[src/rtl/assert_macros.svh]
// Assertion helpers shared by the RTL.
`ifndef ASSERT_MACROS_SVH
`define ASSERT_MACROS_SVH

`ifndef ASSERT_OFF

// Check that a condition implies another condition in the same cycle.
`define ASSERT_IMPLIES(label, clk, rst, ante, cons) \
   label: assert property (@(posedge clk) disable iff (rst) (ante) |-> (cons)) \
      else $error("assertion failed");

// Check that a condition implies another condition in the next cycle.
`define ASSERT_NEXT(label, clk, rst, ante, cons) \
   label: assert property (@(posedge clk) disable iff (rst) (ante) |=> (cons)) \
      else $error("assertion failed");

`else

`define ASSERT_IMPLIES(label, clk, rst, ante, cons)
`define ASSERT_NEXT(label, clk, rst, ante, cons)

`endif

`endif

[src/rtl/fcpt_pkg.sv]
package fcpt_pkg;

   localparam int unsigned REQ_IDX_W = 9;
   localparam int unsigned USED_OUT_W = 10;
   localparam int unsigned ADDR_W = 32;

   typedef enum logic [1:0] {
      OP_CLEAR = 2'd0,
      OP_ENTER = 2'd1,
      OP_EXIT  = 2'd2,
      OP_READ  = 2'd3
   } opcode_type;

   typedef enum logic [1:0] {
      ST_DONE     = 2'd0,
      ST_DISABLED = 2'd1,
      ST_FULL     = 2'd2,
      ST_UNUSED   = 2'd3
   } status_type;

   typedef enum logic [2:0] {
      FSM_IDLE,
      FSM_SCAN,
      FSM_FETCH,
      FSM_UPDATE,
      FSM_RESP
   } fsm_type;

   localparam logic [0:0] REG_ENABLE = 1'b0;

endpackage

[src/rtl/fcpt_engine.sv]
`include "assert_macros.svh"

module fcpt_engine
   import fcpt_pkg::*;
#(
   parameter int unsigned DEPTH  = 512,
   parameter int unsigned TW     = 32,
   parameter int unsigned IDX_W  = 9,
   parameter int unsigned CNT_W  = 10,
   parameter int unsigned DW     = 97
)
(
   input  logic                  clock,
   input  logic                  reset,
   input  logic                  enable,
   output logic                  set_enable,
   input  logic                  req_valid,
   output logic                  req_ready,
   input  logic [1:0]            req_opcode,
   input  logic [31:0]           req_func_addr,
   input  logic [31:0]           req_timestamp,
   input  logic [REQ_IDX_W-1:0]  req_read_index,
   output logic                  rsp_valid,
   input  logic                  rsp_ready,
   output logic [1:0]            rsp_status,
   output logic [31:0]           rsp_entry_func,
   output logic [31:0]           rsp_entry_calls,
   output logic [31:0]           rsp_entry_run_time,
   output logic [USED_OUT_W-1:0] rsp_used_entries,
   output logic [31:0]           rsp_elapsed,
   output logic                  fn_we,
   output logic [IDX_W-1:0]      fn_waddr,
   output logic [ADDR_W-1:0]     fn_wdata,
   output logic                  fn_re,
   output logic [IDX_W-1:0]      fn_raddr,
   input  logic [ADDR_W-1:0]     fn_rdata,
   output logic                  dt_we,
   output logic [IDX_W-1:0]      dt_waddr,
   output logic [DW-1:0]         dt_wdata,
   output logic                  dt_re,
   output logic [IDX_W-1:0]      dt_raddr,
   input  logic [DW-1:0]         dt_rdata
);

   fsm_type           state_ff, state_in;
   opcode_type        op_ff, op_in;
   logic [31:0]       addr_ff, addr_in;
   logic [TW-1:0]     now_ff, now_in;
   logic [TW-1:0]     start_ff, start_in;
   logic [CNT_W-1:0]  used_ff, used_in;
   logic [CNT_W-1:0]  scan_ff, scan_in;
   logic              pend_ff, pend_in;
   logic [IDX_W-1:0]  pidx_ff, pidx_in;
   logic [IDX_W-1:0]  idx_ff, idx_in;
   logic              alloc_ff, alloc_in;
   status_type        res_status_ff, res_status_in;
   logic [31:0]       res_func_ff, res_func_in;
   logic [31:0]       res_calls_ff, res_calls_in;
   logic [31:0]       res_run_ff, res_run_in;

   logic              rsp_valid_ff, rsp_valid_in;
   logic [1:0]        rsp_status_ff;
   logic [31:0]       rsp_func_ff, rsp_calls_ff, rsp_run_ff, rsp_elapsed_ff;
   logic [USED_OUT_W-1:0] rsp_used_ff;
   logic              rsp_load;

   logic [63:0]       ts_ext;
   logic [31:0]       ridx_ext;
   logic [31:0]       used_ext;
   logic              hit;
   logic              old_run_flag;
   logic [31:0]       old_calls;
   logic [TW-1:0]     old_run, old_enter;
   logic [TW-1:0]     new_run, new_enter;
   logic [31:0]       new_calls;
   logic              new_flag;
   logic [TW-1:0]     elapsed_t;

   assign ts_ext   = 64'(req_timestamp);
   assign ridx_ext = 32'(req_read_index);
   assign used_ext = 32'(used_ff);
   assign hit      = pend_ff && (fn_rdata == addr_ff);
   assign rsp_load = (state_ff == FSM_RESP) && (!rsp_valid_ff || rsp_ready);
   assign req_ready = (state_ff == FSM_IDLE);

   always_comb begin
      if (alloc_ff) begin
         old_run_flag = 1'b0;
         old_calls    = 32'b0;
         old_run      = '0;
         old_enter    = '0;
      end else begin
         old_run_flag = dt_rdata[DW-1];
         old_calls    = dt_rdata[DW-2 -: 32];
         old_run      = dt_rdata[2*TW-1 -: TW];
         old_enter    = dt_rdata[TW-1:0];
      end
      new_run = old_run_flag ? (old_run + (now_ff - old_enter)) : old_run;
      if (op_ff == OP_ENTER) begin
         new_enter = now_ff;
         new_flag  = 1'b1;
         new_calls = old_calls + 32'd1;
      end else begin
         new_enter = '0;
         new_flag  = 1'b0;
         new_calls = old_calls;
      end
   end

   assign elapsed_t = now_ff - start_ff;

   always_comb begin
      state_in      = state_ff;
      op_in         = op_ff;
      addr_in       = addr_ff;
      now_in        = now_ff;
      start_in      = start_ff;
      used_in       = used_ff;
      scan_in       = scan_ff;
      pend_in       = pend_ff;
      pidx_in       = pidx_ff;
      idx_in        = idx_ff;
      alloc_in      = alloc_ff;
      res_status_in = res_status_ff;
      res_func_in   = res_func_ff;
      res_calls_in  = res_calls_ff;
      res_run_in    = res_run_ff;
      set_enable    = 1'b0;
      fn_we         = 1'b0;
      fn_waddr      = idx_ff;
      fn_wdata      = addr_ff;
      fn_re         = 1'b0;
      fn_raddr      = idx_ff;
      dt_we         = 1'b0;
      dt_waddr      = idx_ff;
      dt_wdata      = {new_flag, new_calls, new_run, new_enter};
      dt_re         = 1'b0;
      dt_raddr      = idx_ff;

      case (state_ff)
         FSM_IDLE: begin
            if (req_valid) begin
               op_in         = opcode_type'(req_opcode);
               addr_in       = req_func_addr;
               now_in        = ts_ext[TW-1:0];
               idx_in        = ridx_ext[IDX_W-1:0];
               scan_in       = '0;
               pend_in       = 1'b0;
               alloc_in      = 1'b0;
               res_status_in = ST_DONE;
               res_func_in   = 32'b0;
               res_calls_in  = 32'b0;
               res_run_in    = 32'b0;
               case (opcode_type'(req_opcode))
                  OP_CLEAR: begin
                     used_in    = '0;
                     start_in   = ts_ext[TW-1:0];
                     set_enable = 1'b1;
                     state_in   = FSM_RESP;
                  end
                  OP_READ: begin
                     if ((ridx_ext < used_ext) && (ridx_ext < DEPTH)) begin
                        state_in = FSM_FETCH;
                     end else begin
                        res_status_in = ST_UNUSED;
                        state_in      = FSM_RESP;
                     end
                  end
                  default: begin
                     if (enable) begin
                        state_in = FSM_SCAN;
                     end else begin
                        res_status_in = ST_DISABLED;
                        state_in      = FSM_RESP;
                     end
                  end
               endcase
            end
         end
         FSM_SCAN: begin
            if (hit) begin
               idx_in   = pidx_ff;
               state_in = FSM_FETCH;
            end else if (scan_ff < used_ff) begin
               fn_re    = 1'b1;
               fn_raddr = scan_ff[IDX_W-1:0];
               pend_in  = 1'b1;
               pidx_in  = scan_ff[IDX_W-1:0];
               scan_in  = scan_ff + CNT_W'(1);
            end else if (pend_ff) begin
               pend_in = 1'b0;
            end else if (used_ff == CNT_W'(DEPTH)) begin
               res_status_in = ST_FULL;
               state_in      = FSM_RESP;
            end else begin
               idx_in   = used_ff[IDX_W-1:0];
               alloc_in = 1'b1;
               state_in = FSM_UPDATE;
            end
         end
         FSM_FETCH: begin
            fn_re    = 1'b1;
            dt_re    = 1'b1;
            state_in = FSM_UPDATE;
         end
         FSM_UPDATE: begin
            if (op_ff == OP_READ) begin
               res_func_in  = fn_rdata;
               res_calls_in = dt_rdata[DW-2 -: 32];
               res_run_in   = 64'(dt_rdata[2*TW-1 -: TW]) >> 0 == 64'b0 ? 32'b0
                              : 32'(64'(dt_rdata[2*TW-1 -: TW]));
            end else begin
               dt_we        = 1'b1;
               fn_we        = alloc_ff;
               res_func_in  = addr_ff;
               res_calls_in = new_calls;
               res_run_in   = 32'(64'(new_run));
               if (alloc_ff) begin
                  used_in = used_ff + CNT_W'(1);
               end
            end
            state_in = FSM_RESP;
         end
         FSM_RESP: begin
            if (rsp_load) begin
               state_in = FSM_IDLE;
            end
         end
         default: begin
            state_in = FSM_IDLE;
         end
      endcase
   end

   assign rsp_valid_in = rsp_load ? 1'b1 : (rsp_ready ? 1'b0 : rsp_valid_ff);

   always_ff @(posedge clock) begin
      if (reset) begin
         state_ff     <= FSM_IDLE;
         used_ff      <= '0;
         start_ff     <= '0;
         rsp_valid_ff <= 1'b0;
         pend_ff      <= 1'b0;
         alloc_ff     <= 1'b0;
      end else begin
         state_ff     <= state_in;
         used_ff      <= used_in;
         start_ff     <= start_in;
         rsp_valid_ff <= rsp_valid_in;
         pend_ff      <= pend_in;
         alloc_ff     <= alloc_in;
      end
   end

   always_ff @(posedge clock) begin
      op_ff         <= op_in;
      addr_ff       <= addr_in;
      now_ff        <= now_in;
      scan_ff       <= scan_in;
      pidx_ff       <= pidx_in;
      idx_ff        <= idx_in;
      res_status_ff <= res_status_in;
      res_func_ff   <= res_func_in;
      res_calls_ff  <= res_calls_in;
      res_run_ff    <= res_run_in;
      if (rsp_load) begin
         rsp_status_ff  <= res_status_ff;
         rsp_func_ff    <= res_func_ff;
         rsp_calls_ff   <= res_calls_ff;
         rsp_run_ff     <= res_run_ff;
         rsp_used_ff    <= USED_OUT_W'(used_ff);
         rsp_elapsed_ff <= 32'(64'(elapsed_t));
      end
   end

   assign rsp_valid          = rsp_valid_ff;
   assign rsp_status         = rsp_status_ff;
   assign rsp_entry_func     = rsp_func_ff;
   assign rsp_entry_calls    = rsp_calls_ff;
   assign rsp_entry_run_time = rsp_run_ff;
   assign rsp_used_entries   = rsp_used_ff;
   assign rsp_elapsed        = rsp_elapsed_ff;

   `ASSERT_IMPLIES(a_used_bound, clock, reset, 1'b1, used_ff <= CNT_W'(DEPTH))
   `ASSERT_NEXT(a_alloc_count, clock, reset, (state_ff == FSM_UPDATE) && alloc_ff, used_ff == $past(used_ff) + CNT_W'(1))
   `ASSERT_NEXT(a_load_idle, clock, reset, rsp_load, (state_ff == FSM_IDLE) && rsp_valid_ff)

endmodule
[config.mk]
export PLATFORM = sky130hd
export DESIGN_NAME = fcpt_engine
export DESIGN_NICKNAME = d
export VERILOG_FILES = /design/src/rtl/fcpt_pkg.sv /design/src/rtl/fcpt_engine.sv
export VERILOG_INCLUDE_DIRS = /design/src /design/src/rtl
export SDC_FILE = /design/constraint.sdc
export NUM_CORES = 1
export LEC_CHECK = 0
export ABC_AREA = 1
export BUFFER_PORTS_ARGS = -buffer_cell sky130_fd_sc_hd__buf_2
export CAP_MARGIN = 5
export CORE_ASPECT_RATIO = 1.1
export CORE_MARGIN = 8
export CORE_UTILIZATION = 30
export CTS_CLUSTER_SIZE = 12
export DETAILED_ROUTE_END_ITERATION = 7
export PLACE_DENSITY = 0.57
export SYNTH_ARGS = -nofsm -noshare
export SYNTH_HDL_FRONTEND = slang
export SYNTH_SLANG_ARGS = --single-unit
[constraint.sdc]
create_clock -name clock -period 25.6 [get_ports clock]
set_input_delay 5.12 -clock clock [delete_from_list [all_inputs] [get_ports clock]]
set_output_delay 5.12 -clock clock [all_outputs]
set_load 0.02 [all_outputs]
# == After elaboration in Yosys (flattened, before gate mapping) ==
# Index checks and enable logic that the tools add are counted.
# op_classes
magnitude_cmp,3
eq_ne,23
add_sub_neg,6
muxes,74
n_reduce_logical,22
bitwise,1
# ops
cell,n
$mux 32,11
$pmux 32 s2,3
$mux 9,8
$mux 10,7
$logic_not 64->1,1
$sub 32x32->32,2
$pmux 10 s2,2
$add 32x1->32 const B,1
$add 32x32->32,1
$eq 32x32->1,1
$mux 3,8
$mux 1,21
$add 10x1->10 const B,2
$ne 2x2->1 const B,10
$pmux 9 s2,1
$pmux 3 s5,1
$mux 2,6
$reduce_and 6->1,2
$eq 10x10->1 const B,1
$lt 10x10->1,1
$lt 9x10->1,1
$lt 9x10->1 const B,1
$reduce_and 5->1,2
$ne 3x3->1 const B,3
other kinds (19),32
# totals
output_inout_bits,312
ff_bits,380
elab_cells,151

# == Logic depth before layout (Yosys ltp) ==
# logic_depth
word_depth,6
mapped_depth,24
ltp_nobuf,19

# == Least setup slack after synthesis ==
# OpenSTA, ideal clock, no wires.
# synth_timing
path_kind,input to register
start,in rsp_ready
end,reg rsp_elapsed_ff[0] (netlist: rsp_elapsed[0]) (enable)
arrival_time_ns,18.321
path_slack_ns,6.296
cell_stages,2
setup_ns,0.983
path_cell_list,nor2_1 -> nor4_1
# synth_via
elab_chain_cells,2
# synth_lines
element,line,text
"start, declared",fcpt_engine.sv:24,"input logic rsp_ready,"
$logic_or 1x1->1,fcpt_engine.sv:83,assign rsp_load = (state_ff == FSM_RESP) && (!rsp_valid_ff || rsp_ready);
$logic_and 1x1->1,fcpt_engine.sv:83,
via rsp_load,fcpt_engine.sv:65,logic rsp_load;
"end signal, assigned",fcpt_engine.sv:272,rsp_elapsed_ff <= 32'(64'(elapsed_t));
"end, declared",fcpt_engine.sv:63,"logic [31:0] rsp_func_ff, rsp_calls_ff, rsp_run_ff, rsp_elapsed_ff;"
# The timed path passes the listed nets, and every way through them passes these cells.
# A chain may end at the register's enable or synchronous reset.

# == Worst setup path after layout ==
# layout_timing
start,in dt_rdata[1]
end,out dt_wdata[62]
# layout_via
elab_chain_cells,4
# layout_lines
element,line,text
"start, declared",fcpt_engine.sv:42,input logic [DW-1:0] dt_rdata
$mux 32,fcpt_engine.sv:87,if (alloc_ff) begin
$sub 32x32->32,fcpt_engine.sv:98,new_run = old_run_flag ? (old_run + (now_ff - old_enter)) : old_run;
$add 32x32->32,fcpt_engine.sv:98,
$mux 32,fcpt_engine.sv:98,
"end, declared",fcpt_engine.sv:39,"output logic [DW-1:0] dt_wdata,"
# Every way passes these cells.

==> summary.txt <==
Route
  • Initial DRC count: roughly 1400
  • DRT antenna net count: 0
  • Pre-antenna DRT Iters: 5
  • WL final: approximately 81 mm
  • DR vias: 18600
  • DR WL/cell: between 20 and 25 µm
  • Number of vias per cell: between 4 and 5
  • DRC: 0

Critical path
  • CP endpoint kind: primary output
  • Max Fanout on Critical Path: 4
  • CP arrival: about 8 ns
  • Setup crit start kind: input port
  • Crit path kind: input port to primary output
  • WP data required: 20.48 ns
  • FF-to-FF setup slack: ~21 ns

STA
  • Final Setup Violations: 0
  • Final Max Slew Viols: 0
  • Fin crit period: ~13 ns
  • F_max: 76.3 MHz
  • Final hold vios: 0
  • WHS: roughly 0.4 ns
  • Setup ws final: approximately 12 ns
  • Worst relative slew slack: 29.4%
  • Setup_tns: 0 ns
  • Final Skew: 0.0347 ns
  • RSZ-0062 raised after global routing: no
  • Worst-Margin Slew: approximately 1.1 ns
  • Crit share post-route: between 50% and 60%

Min path
  • Hold Crit Class: flip-flop to flip-flop

Pwr
  • PD cells: about 130 nW/µm²
  • Total power draw: 3.53 mW
  • Max VDD drop: 0.0492 mV
  • Leakage power total: approximately 12 nW

Synth
  • Gate count of the mapped netlist: ~2400
  • Post-synthesis cell type count: 57
  • Post-Synth Simple-Gate Area: 19.1%
  • Synthesized flop and latch total: 380
  • Average size of a mapped cell: between 8 and 9 µm²
  • Synthesized cell area: ~22000 µm²
  • Syn Nets: approximately 2800
  • Register area share after synthesis: 50.6%
  • Post-synthesis mux area share: 0%
  • Yosys warns: 0
  • Synth Area in Adders: under 10%
  • Largest family of logic cells by synthesized area: simple AND/OR/NAND/NOR gates
  • Compound-cell area share of the yosys netlist: about a tenth
  • Xor and xnor area share after synthesis: 3.40%

Run status
  • Status: completed

Die
  • Number of cell rows: ~100
  • IO Count: approximately 520
  • Die height: a little under 300 µm
  • Die X: 272 µm
  • Die area: between 80000 and 90000 µm²
  • Core area: just over 70000 µm²
  • Initial Util: 30.2%

Flow run
  • Max-cap viol count: 0

Cells and area
  • Multi-input gate area: around 8800 µm²
  • Post-route insts no fill: around 3900
  • Area grow syn2layout: 23.2%
  • Register Area: 10900 µm²
  • Layout net count: 3262
  • Layout cells sized above 1: between 20% and 30%
  • Fillcell total: between 7000 and 8000
  • Design area: between 20000 and 30000 µm²
  • Final core utilization: 37.2%

Clock network
  • CTS resizes: 0
  • Clock Pin Slew Worst Setup and Hold Paths: roughly 0.060 ns
  • Htree depth: 2
  • CTS Root Cell: clkbuf_16
  • Clk sinks: 380
  • Skew-Pair Late Insertion Delay: approximately 0.6 ns
  • CTS max path bufs: 3
  • CTS tree: yes
  • Post-CTS Setup Repair Bufs: 0
  • Num CTS Buffers: 46
  • Cts hold-fix bufs: 0

Global route
  • Initial antenna violation count: 15
  • Vias in the first global route: about 19000
  • Total GRT Usage: roughly a fifth
  • Grt total ovfl: 0
  • Largest net degree at the start of global routing: between 60 and 70
  • First-pass GRT wire length: roughly 120 mm

Place
  • Area of placed instances: around 25000 µm²
  • DP Worst Slack: approximately 13 ns
  • Routability cong.: 0.884
  • Dpl cells: about 3800
  • Buffers on Ports: 520
  • DP HPWL: around 64 mm
[power by group]
part	switching [mW]	total [mW]	internal, mW
Clock	0.277	0.640	0.363
Combinational	1.30	1.83	0.531
Sequential	0.104	1.05	0.950
[cells by family after synthesis]
group | after synthesis
XOR/XNOR | 83
flip-flops | 380
buffers and inverters | 481
AND/OR/NAND/NOR | 985
AO/OA/AOI/OAI | 383
adder cells (fa/ha/maj) | 118
[registers in the layout, summed over array words and instances, names as in the netlist, 32 cells and up]
register and cells:
res_run_ff 32, rsp_entry_func 32, rsp_entry_run_time 32, start_ff 32, fn_wdata 32, rsp_elapsed 32
now_ff 32, res_calls_ff 32, res_func_ff 32, rsp_entry_calls 32
[synthesized netlist by cell type, drive strengths merged]
library cell	n	area, µm²
nand2	557	2110
inv	402	1510
edfxtp	332	9970
nor2	255	1000
o21ai	145	729
a21oi	133	666
nand3	91	475
ha	86	1080
dfxtp	48	961
xnor2	44	393
clkbuf	39	146
xor2	39	342
buf	36	244
nor3	35	191
fa	32	641
a22o	26	228
o22ai	22	138
nand4	20	131
a31oi	9	56.3
o211ai	9	67.6
a21o	8	60.1
nand3b	8	60.1
nor4	8	71.3
o21bai	8	60.1
a21boi	7	52.6
a211oi	5	50.1
o21a	5	37.5
and2	4	25.0
clkinv	4	15.0
and3	3	18.8
nor3b	3	27.5
o221ai	3	26.3
a22oi	1	7.51
o2111ai	1	8.76
o221a	1	11.3
or2	1	6.26
[per-layer routing]
layer  vias to the layer above  global-route usage [%]  routed length, µm
li1                       9020                       -                  -
met1                      8876                    25.2              35300
met2                       622                    31.8              38200
met3                       117                    3.59               5460
met4                         8                    5.26               1970
met5                         -                       0                 57
[critical path: stages]
cell and delay [ns]:
buf_2 0.09, inv_1 0.04, nor2_1 0.05, fa_1 0.52, inv_1 0.07, fa_1 0.49, nand3_1 0.12, nand2_1 0.10
nand3_1 0.09, nand2_1 0.13, nand2_1 0.10, nand2_1 0.16, nand2_1 0.16, nand2_1 0.07, nand2_1 0.06, nand3_1 0.11
nand2_1 0.27, buf_2 0.22
[placed cells by master, fill, tap and decap left out, types with 6 or more instances in the layout]
cell type / count
xnor2_1: 43
diode_2: 10
o21ai_0: 134
clkinv_2: 9
edfxtp_1: 332
buf_2: 520
nor2_1: 240
o21ai_1: 10
a21boi_0: 7
a31oi_1: 9
o21bai_1: 8
clkinv_1: 14
nor2_2: 9
inv_2: 8
fa_1: 32
ha_1: 86
xor2_1: 39
buf_4: 12
nand3_1: 87
a22o_1: 26
nand4_1: 19
inv_1: 393
a21o_1: 8
a21oi_1: 133
nor2_4: 6
nand3b_1: 8
o211ai_1: 9
nor3_1: 33
nand2_2: 6
nand2_1: 549
o22ai_1: 22
clkbuf_16: 46
dfxtp_1: 47
[area by class of cell]
type,count,share of cell area (%)
timing repair buffer,532,10.1
clock inverter,33,1.10
sequential,380,41.0
clock buffer,51,4.39
inverter,406,5.73
multi-input combinational,1569,33.1
antenna,10,0.0940
tap,945,4.44
[final timing paths]
kind	start	endpoint	cells past startpoint
setup reg to reg	alloc_ff$_SDFFE_PP0P_	res_run_ff[30]$_SDFFCE_PN0P_	18
hold / removal	res_run_ff[13]$_SDFFCE_PN0P_	rsp_entry_run_time[13]$_DFFE_PP_	0
setup / recovery	dt_rdata[1]	dt_wdata[62]	18
hold reg to reg	res_run_ff[13]$_SDFFCE_PN0P_	rsp_entry_run_time[13]$_DFFE_PP_	0
Note: power is estimated with default switching activity, not from simulation.
